## src/hdl/twm_pkg.sv

```systemverilog
// shared types and constants for the tolerance window matcher
// used by twm_ctrl, twm_datapath and tolerance_window_matcher; no dependencies
`default_nettype none

package twm_pkg;

   localparam int VALUE_W     = 30;
   localparam int TOL_W       = 30;
   localparam int OP_W        = 2;
   localparam int CSR_INDEX_W = 1;
   localparam int QIDX_W      = 10;
   localparam int CIDX_W      = 10;
   localparam int COUNT_W     = 11;
   localparam int REQ_DATA_W  = 32;
   localparam int RSP_DATA_W  = 32;

   localparam logic [CSR_INDEX_W-1:0] REG_LOWER_TOL = 1'd0;
   localparam logic [CSR_INDEX_W-1:0] REG_UPPER_TOL = 1'd1;

   localparam logic [COUNT_W-1:0] COUNT_MAX = '1;

   typedef enum logic [OP_W-1:0] {
      OP_LOAD  = 2'd0,
      OP_QUERY = 2'd1,
      OP_CLEAR = 2'd2
   } op_type;

   typedef enum logic [1:0] {
      ST_IDLE,
      ST_SCAN,
      ST_DELIVER
   } state_type;

   typedef struct packed {
      logic capture;
      logic load;
      logic clear;
      logic advance;
      logic finish;
      logic hit;
      logic deliver;
   } cmd_type;

   typedef struct packed {
      logic ptr_lt_count;
      logic above_hi;
      logic reach_lo;
      logic out_free;
   } status_type;

endpackage

`default_nettype wire

```

## src/hdl/twm_ctrl.sv

```systemverilog
// controller state machine for the tolerance window matcher
// depends on twm_pkg; drives commands into twm_datapath
`default_nettype none

module twm_ctrl
   import twm_pkg::*;
(
   input  wire logic            clock,
   input  wire logic            reset,
   input  wire logic            req_tvalid,
   output logic                 req_tready,
   input  wire logic [OP_W-1:0] req_op,
   input  wire status_type      status,
   output cmd_type              cmd
);

   state_type state_ff;
   state_type state_in;

   always_ff @(posedge clock) begin
      if (reset) begin
         state_ff <= ST_IDLE;
      end else begin
         state_ff <= state_in;
      end
   end

   always_comb begin
      state_in   = state_ff;
      cmd        = '0;
      req_tready = 1'b0;
      case (state_ff)
         ST_IDLE: begin
            req_tready = 1'b1;
            if (req_tvalid) begin
               case (op_type'(req_op))
                  OP_LOAD:  cmd.load = 1'b1;
                  OP_CLEAR: cmd.clear = 1'b1;
                  OP_QUERY: begin
                     cmd.capture = 1'b1;
                     state_in    = ST_SCAN;
                  end
                  default: ;
               endcase
            end
         end
         ST_SCAN: begin
            // one candidate per cycle: stop past the window or after the last candidate, take one inside it
            if (!status.ptr_lt_count || status.above_hi) begin
               cmd.finish = 1'b1;
               state_in   = ST_DELIVER;
            end else if (status.reach_lo) begin
               cmd.finish  = 1'b1;
               cmd.hit     = 1'b1;
               cmd.advance = 1'b1;
               state_in    = ST_DELIVER;
            end else begin
               cmd.advance = 1'b1;
            end
         end
         ST_DELIVER: begin
            if (status.out_free) begin
               cmd.deliver = 1'b1;
               state_in    = ST_IDLE;
            end
         end
         default: state_in = ST_IDLE;
      endcase
   end

endmodule

`default_nettype wire

```

## config.mk

```make
export PLATFORM = sky130hd
export DESIGN_NAME = twm_ctrl
export DESIGN_NICKNAME = d
export VERILOG_FILES = /design/src/hdl/twm_pkg.sv /design/src/hdl/twm_ctrl.sv
export SDC_FILE = /design/constraint.sdc
export NUM_CORES = 1
export LEC_CHECK = 0
export BUFFER_PORTS_ARGS = -buffer_cell sky130_fd_sc_hd__buf_4
export CORE_AREA = 2 2 39 41
export DETAILED_ROUTE_END_ITERATION = 10
export DIE_AREA = 0 0 41 43
export HOLD_SLACK_MARGIN = 0.15
export SYNTH_ARGS = -nofsm -noshare
export SYNTH_HDL_FRONTEND = slang
export SYNTH_SLANG_ARGS = --single-unit
```

## constraint.sdc

```tcl
create_clock -name clock -period 1.1 [get_ports clock]
set_input_delay 0.055 -clock clock [delete_from_list [all_inputs] [get_ports clock]]
set_output_delay 0.055 -clock clock [all_outputs]
set_load 0.03 [all_outputs]
```

==> results of run 1 <==
-- cell type report --
cell class / instances / area share [%]
tap: 16 / 4.05
multi-input combinational: 16 / 41.3
clock buffer: 3 / 4.56
sequential: 2 / 8.61
timing repair buffer: 23 / 41.5
-- layer usage --
metal | vias to the layer above | wire [microns]
met5 | - | 0
met4 | 0 | 0
met3 | 0 | 35
met2 | 9 | 284
met1 | 111 | 233
li1 | 122 | -
-- worst paths after layout --
check	start	to	depth (start not counted)
setup / recovery	state_ff[0]	cmd[4]	3
hold / removal	status[0]	state_ff[1]	3
setup reg to reg	state_ff[0]	state_ff[0]	4
hold reg to reg	state_ff[0]	state_ff[1]	3
-- critical path, stage by stage, from the launching register on --
cell and delay [ns]:
dfxtp_2 0.31, or3b_4 0.45, nor3b_4 0.21, buf_6 0.15
-- cells by family (layout without fill, tap and decap cells) --
group                  after synthesis  count (layout)  synth area share, %
buffers and inverters                0              26                    0
AO/OA/AOI/OAI                        2               2                 14.9
flip-flops                           2               2                 21.6
AND/OR/NAND/NOR                     14              14                 63.5
-- report_power, final --
| group | switching (uW) | total [uW] | internal (uW) |
|---|---|---|---|
| Sequential | 1.03 | 76.6 | 75.6 |
| Combinational | 58.7 | 132 | 73.2 |
| Clock | 38.7 | 159 | 120 |
-- per-stage QoR --
stage	setup slack [ns]	utilization [%]	instance area [sq um]
finish	-0.286	35.7	494
global route	-0.327	35.7	494
CTS	-0.286	32.5	449
detailed placement	-0.0614	26.4	365
global placement	-0.0459	26.4	365
floorplan	-0.0792	-	210
-- layout by cell type (no fill, tap or decap) --
cell / n
nor3_4: 1
buf_4: 14
buf_6: 8
nor2_4: 1
and3b_2: 1
o31ai_4: 1
or4b_4: 1
nand2b_4: 1
a2bb2o_4: 1
clkbuf_4: 3
nor3b_4: 2
and2_4: 1
dlygate4sd3_1: 1
dfxtp_2: 2
and4bb_4: 1
nor2_1: 2
or3b_4: 1
nor3b_1: 1
or3b_1: 1
-- what timing repair did --
| action | 4_1_cts | 5_1_grt |
|---|---|---|
| gates resized for setup | 11 | 6 |
| hold buffers | 1 | 1 |
| buffers inserted | 1 | 4 |
| endpoints found under the setup margin | 7 | 9 |
| hold endpoints to repair | 1 | 1 |
| pin swaps | 3 | 5 |
==> results.toml, run 1 <==
[sta]
fin_crit_ns = 1.39
slew-limit-headroom_pct = 56.3
setup_viol = 7
skew_ns = 0.00265
fmax_mhz = 721
hold_viol_final = 0
finalWorstSetupSlack_ns = -0.286
maxSlewViolCount = 0
grt_setup_unrepaired = "true"
setup_tns_ns = -1.21
tightest_slew_ns = 0.654
hold_ws_ns = 0.127
finalCritPeriodShare_pct = 126

[synth]
ys_seq_area_share_pct = 21.6
synth_seq_cells = 2
synth_top_area_share_pct = 21.6
yosys_warnings = 0
synth_top_area_cell = "dfxtp_1"
syn_area_sq_um = 185
synth_common_cells = "3 x nor2_1, 2 x dfxtp_1, 2 x nor3b_2"
syn_nets = 27
synth_area_leaders = "dfxtp_1 22%, nor3b_2 14%, a2bb2o_4 11%, and4bb_4 8.8%, nor2_1 6.1%"
synthCells = 18
avgSynthCellArea_sq_um = 10.3
yosys_most_used_dff = "dfxtp_1"
async_flop_share_pct = 0
synthMostInstantiatedCell = "nor2_1"
ys_types = 14
synth-edff-count = 0

[grt]
antenna_found_initial = 0
grt_util_met3_pct = 1.57
grt_use_met2_pct = 9.38
busiest_layer = "met2"
grt_pass1_vias = 240
grt_max_degree = 6
grt_pass1_wl_microns = 807
grt_overflow = 0
grt.total_usage_pct = 7.01
grt_use_met1_pct = 7.99

[floorplanning]
die_w_microns = 41
dieArea_sq_um = 1760
die_h_microns = 43
initial_utilization_pct = 13.4
pin_count = 17
std_cell_rows = 14
design.core.area_sq_um = 1380

[cts]
cts_buffer_depth = 2
path_clk_slew_ns = 0.03
cts.sink_count = 2
tritoncts = "built"
root_buffer = "clkbuf_4"
insertion_delay_ns = 0.22
cts_made_buffers = 3
htree_levels = 1

[layout]
layout-drive-gt1-share_pct = 88.6
fill_cells = 140
stdcell_count = 60
regArea_sq_um = 42.5
nets = 55
area_growth_pct = 167
largestRegisters = "state_ff (2)"
top_register = "state_ff"
diodes = 0
largest_reg_flops = 2
multiInputGateArea_sq_um = 204

[pwr]
ir_drop_mv = 0.261
leakage_uw = 0.000216
power_uw = 367
power.density_nw_per_um2 = 743

[routing]
viasPerCell = 4.03
wl_per_cell_microns = 9.20
routed_wl_microns = 552
drcViolationCount = 0
drtIter0Drc = 5
dr.pass1.iters = 4
vias = 242
ant_nets = 0

[job]
cap_violations = 0

[worst_hold_path]
hold_path_class = "primary input to register"

[critical_path]
arrival_ns = 1.33
reg2reg_slack_ns = -0.16
crit_path_end_kind = "output pin"
cp.required_ns = 1.04
path_class = "register to output pin"
start_kind = "register"
path_max_fanout = 4

[placement]
dp.cells = 52
port_buffers = 16
gp_congestion = 0.693

[run_status]
violations = "negative setup slack"
status = "finished, violations left"
Note: power is estimated with default switching activity, not from simulation.
==> run 2: changes to the inputs <==
--- a/config.mk
+++ b/config.mk
@@ -5,6 +5,7 @@
 export SDC_FILE = /design/constraint.sdc
 export NUM_CORES = 1
 export LEC_CHECK = 0
+export ABC_AREA = 1
 export BUFFER_PORTS_ARGS = -buffer_cell sky130_fd_sc_hd__buf_4
 export CORE_AREA = 2 2 39 41
 export DETAILED_ROUTE_END_ITERATION = 10
==> run 2 against run 1 <==
Net effect:
- the run now ends clean
- cell count increased by 12%
- worst hold slack improved by 0.00075 ns
- clock skew down 0.00091 ns
- critical path type unchanged
- largest cell class unchanged
==> results.toml, run 2 <==
[layout]
regArea_sq_um = 45.0
multiInputGateArea_sq_um = 123
largest_reg_flops = 2
top_register = "state_ff"
area_growth_pct = 120
final_cell_area_sq_um = 394
final_common_cell = "buf_4"
stdcell_count = 67
nets = 62
layout_common_cells = "15 x buf_4, 6 x inv_1, 4 x nand2_1"
diodes = 0
largestRegisters = "state_ff (2)"
layout-drive-gt1-share_pct = 60.8
fill_cells = 158

[synth]
synth_top_area_share_pct = 22.4
yosys_warnings = 0
avgSynthCellArea_sq_um = 6.17
synth-edff-count = 0
synthMostInstantiatedCell = "inv_1"
ys_types = 14
synthCells = 29
synth_top_area_cell = "dfxtp_1"
ys_seq_area_share_pct = 22.4
synth_area_leaders = "dfxtp_1 22%, inv_1 15%, nand2_1 8.4%, nor2_2 7.0%, nor4_2 7.0%"
syn_nets = 38
yosys_most_used_dff = "dfxtp_1"
async_flop_share_pct = 0
synth_seq_cells = 2
syn_area_sq_um = 179
synth_common_cells = "7 x inv_1, 4 x nand2_1, 3 x nor2_1"

[routing]
wl_met1_microns = 178
vias = 245
dr.pass1.iters = 2
dr_wl_met3_microns = 54
wl_per_cell_microns = 7.30
ant_nets = 0
maxUsedRoutingLayer = "met3"
viasPerCell = 3.66
drtIter0Drc = 3
routed_wl_microns = 489
wl_met2_microns = 256
drcViolationCount = 0

[sta]
grt_setup_unrepaired = "true"
tightest_slew_ns = 0.190
maxSlewViolCount = 0
slew-limit-headroom_pct = 87.2
fmax_mhz = 909
setup_viol = 0
skew_ns = 0.00175
fin_crit_ns = 1.10
hold_viol_final = 0
finalWorstSetupSlack_ns = 0.000140
finalCritPeriodShare_pct = 100
hold_ws_ns = 0.128

[floorplanning]
pin_count = 17
die_h_microns = 43
design.core.area_sq_um = 1380
die_w_microns = 41
dieArea_sq_um = 1760
std_cell_rows = 14
initial_utilization_pct = 12.9

[placement]
place_ws_ns = 0.170
dp_hpwl_microns = 413
port_buffers = 16
dp.cells = 61
gp_congestion = 0.668
placed_area_sq_um = 333

[cts]
post-cts-setup-buffer-count = 0
tritoncts = "built"
htree_levels = 1
cts_made_buffers = 3
insertion_delay_ns = 0.22
path_clk_slew_ns = 0.03
cts.sink_count = 2
cts_buffer_depth = 2
root_buffer = "clkbuf_4"

[grt]
antenna_found_initial = 0
grt_pass1_wl_microns = 821
grt.total_usage_pct = 7.51
grt_max_degree = 6
grt_overflow = 0
grt_pass1_vias = 235

[run_status]
status = "completed"

[pwr]
power_uw = 335
ir_drop_mv = 0.265
leakage_uw = 0.000197
power.density_nw_per_um2 = 849

[critical_path]
crit_chain = "nor2_2 -> nand3_2 -> inv_1 -> buf_4"
cp.required_ns = 1.04
crit_path_end_kind = "output pin"
cpPeakStageDelay_ns = 0.34
start_kind = "register"
slowest_stage = "dfxtp_2"
path_class = "register to output pin"
path_max_fanout = 5
arrival_ns = 1.04

[worst_hold_path]
hold_path_class = "primary input to register"

[job]
cap_violations = 0
==> run 2: cell count changes after synthesis, sizes merged, moves of 2 or more <==
| cell | before | now |
|---|---|---|
| a21oi | 0 | 2 |
| inv | 0 | 8 |
| nor3b | 3 | 0 |
| or3b | 2 | 0 |
| nor4 | 0 | 2 |
| nand2 | 0 | 4 |
| nand3 | 0 | 3 |
| nor2 | 3 | 5 |
==> run 2: worst max-delay path: cells and delay by family (launching register included) <==
kind,cells,cell delay (ns)
flip-flops,1,0.34
buffers and inverters,2,0.21
AND/OR/NAND/NOR,2,0.28
==> run 2: cells by family after synthesis <==
logic type	synth area share (%)
simple gates	53.1
buf+inv	16.8
compound gates	7.69
flops	22.4
==> run 2: where the power goes <==
group	switching (uW)	internal, uW
registers	3.33	73.7
clock network	43.3	120
logic	47.6	46.4
==> run 2: cell type report <==
type                       count  area share, %
inverter                       8           7.62
multi-input combinational     19           31.1
clock buffer                   3           5.71
sequential                     2           11.4
timing repair buffer          19           39.0
tap                           16           5.08
==> run 2: timing repair <==
item | 4_1_cts | 5_1_grt
hold endpoints to repair | 2 | 0
hold buffers | 3 | 0
endpoints found under the setup margin | 7 | 7
gates resized for setup | 2 | 3
cloned | 0 | 0
==> run 2: metal layers <==
| metal | track usage (%) | vias up |
|---|---|---|
| met5 | 0 | - |
| met4 | 8.00 | 0 |
| met3 | 5.24 | 0 |
| met2 | 8.75 | 8 |
| met1 | 7.96 | 100 |
| li1 | - | 137 |
==> run 2: worst paths after layout <==
check / endpoint / from / depth (start not counted) / slack [ns]
worst max-delay path: cmd[6] / state_ff[1] / 4 / 0.0001
worst min-delay path: state_ff[0] / req_op[1] / 4 / 0.13
worst max register to register: state_ff[0] / state_ff[1] / 3 / 0.29
worst min register to register: state_ff[1] / state_ff[1] / 2 / 0.52
==> run 2: through the flow <==
stage	setup TNS [ns]	utilization, %
after floorplan	-0.190	-
after global placement	0	24.1
after detailed placement	0	24.1
after CTS	-0.0479	28.0
after global routing	-0.294	28.5
final	0	28.5
==> run 3: changes to the inputs <==
--- a/config.mk
+++ b/config.mk
@@ -11,6 +11,7 @@
 export DETAILED_ROUTE_END_ITERATION = 10
 export DIE_AREA = 0 0 41 43
 export HOLD_SLACK_MARGIN = 0.15
+export REMOVE_ABC_BUFFERS = 1
 export SYNTH_ARGS = -nofsm -noshare
 export SYNTH_HDL_FRONTEND = slang
 export SYNTH_SLANG_ARGS = --single-unit
==> run 3 against run 2 <==
Net effect:
- the flow now finishes with violations (negative setup slack)
- cell count unchanged
- non-clock buffer count unchanged
- die area unchanged
- sequential share of layout area up 0.052 points
- sequential cell count unchanged
- routed wire length up 21%
- via count up 7.8%
- clock power up 4%
- clock skew up 0.0022 ns
- critical path type unchanged
==> results.toml, run 3 (same netlist as run 2, synthesis figures left out) <==
[run_status]
status = "finished, violations left"
violations = "negative setup slack"

[routing]
ant_nets = 0
vias = 264
routed_wl_microns = 593
viasPerCell = 3.94
dr.pass1.iters = 4
wl_per_cell_microns = 8.85
drtIter0Drc = 6
drcViolationCount = 0

[critical_path]
reg2reg_from = "state_ff[0]"
cp-startpoint = "state_ff[1]"
arrival_ns = 1.08
cp.required_ns = 1.04
start_kind = "register"
path_max_fanout = 5
path_class = "register to output pin"
crit_path_end_kind = "output pin"
r2r-end = "state_ff[0]"
r2r_cells = 4
reg2reg_slack_ns = 0.28

[cts]
cts_buffer_depth = 2
ctsHoldBuffers = 3
htree_levels = 1
insertion_delay_ns = 0.23
cts_made_buffers = 3
cts.sink_count = 2
tritoncts = "built"
post-cts-setup-buffer-count = 0
root_buffer = "clkbuf_4"
path_clk_slew_ns = 0.03

[layout]
layout-drive-gt1-share_pct = 62.7
area_growth_pct = 131
fill_cells = 169
largest_reg_flops = 2
final_common_cell = "buf_4"
diodes = 0
largestRegisters = "state_ff (2)"
top_register = "state_ff"
final_cell_area_sq_um = 414
nets = 62
stdcell_count = 67
final_core_util_pct = 29.9
layout_common_cells = "14 x buf_4, 5 x inv_1"

[worst_hold_path]
hold_path.startpoint = "req_op[1]"
hold_path_depth = 4
min_to = "state_ff[0]"
hold_path_class = "primary input to register"

[grt]
grt_max_degree = 6
grt.total_usage_pct = 8.01
grt_pass1_vias = 264
grt_pass1_wl_microns = 910
grt_overflow = 0
antenna_found_initial = 0

[sta]
fmax_mhz = 878
skew_ns = 0.00397
fin_crit_ns = 1.14
tightest_slew_ns = 0.197
finalCritPeriodShare_pct = 103
grt_setup_unrepaired = "true"
finalWorstSetupSlack_ns = -0.0385
setup_viol = 3
hold_viol_final = 0
setup_tns_ns = -0.0610
slew-limit-headroom_pct = 86.8
maxSlewViolCount = 0

[placement]
placed_area_sq_um = 319
gp_congestion = 0.680
dp.cells = 61
port_buffers = 16
dp_hpwl_microns = 431

[floorplanning]
die_w_microns = 41
dieArea_sq_um = 1760
initial_utilization_pct = 12.9
die_h_microns = 43
std_cell_rows = 14
pin_count = 17
design.core.area_sq_um = 1380

[pwr]
power_uw = 347
ir_drop_mv = 0.313
leakage_uw = 0.000200
power.density_nw_per_um2 = 837

[job]
cap_violations = 0
==> run 3: layer usage <==
metal	part of all wire, %	track usage (%)	up-vias
met1	36	8.28	117
met4	0	6.00	0
met5	0	0	-
met3	10	4.71	0
met2	53	11.3	12
li1	-	-	135
==> run 3: worst max-delay path by stage <==
stage | slack (ns) | to | cells after the start
after floorplan | -0.30 | cmd[5] | 1
after global placement | 0.16 | cmd[5] | 2
after detailed placement | 0.18 | cmd[1] | 3
after CTS | -0.03 | cmd[5] | 2
after global routing | -0.09 | cmd[3] | 4
final | -0.04 | cmd[3] | 4
==> run 3: power breakdown <==
group | leakage, uW | switching [uW] | internal [uW]
logic | 0.000168 | 51.3 | 48.5
clock network | 0.0000138 | 49.6 | 121
registers | 0.0000178 | 4.44 | 71.7
total | 0.000200 | 105 | 241
==> run 3: final cells by class <==
cell class                 count  area (sq um)  share of cell area (%)
timing repair buffer          19           158                    38.1
inverter                       8          30.0                    7.25
clock buffer                   3          22.5                    5.44
multi-input combinational     19           136                    32.9
tap                           16          20.0                    4.83
sequential                     2          47.5                    11.5
==> run 3: critical path: stages, from the launching register on <==
cell and delay, ns:
dfxtp_4 0.36, inv_2 0.06, nand2_2 0.07, nor3_2 0.18
buf_4 0.18
==> run 3: timing repair <==
item,in CTS,in global routing
gates resized for setup,2,11
endpoints found under the setup margin,7,7
hold endpoints to repair,2,1
pin swaps,0,2
==> run 3: per-stage QoR <==
stage               hold WS, ns  setup WS [ns]
floorplan                 0.117         -0.301
global placement          0.226          0.156
detailed placement        0.221          0.183
CTS                       0.109        -0.0309
global route              0.150        -0.0909
finish                    0.132        -0.0385
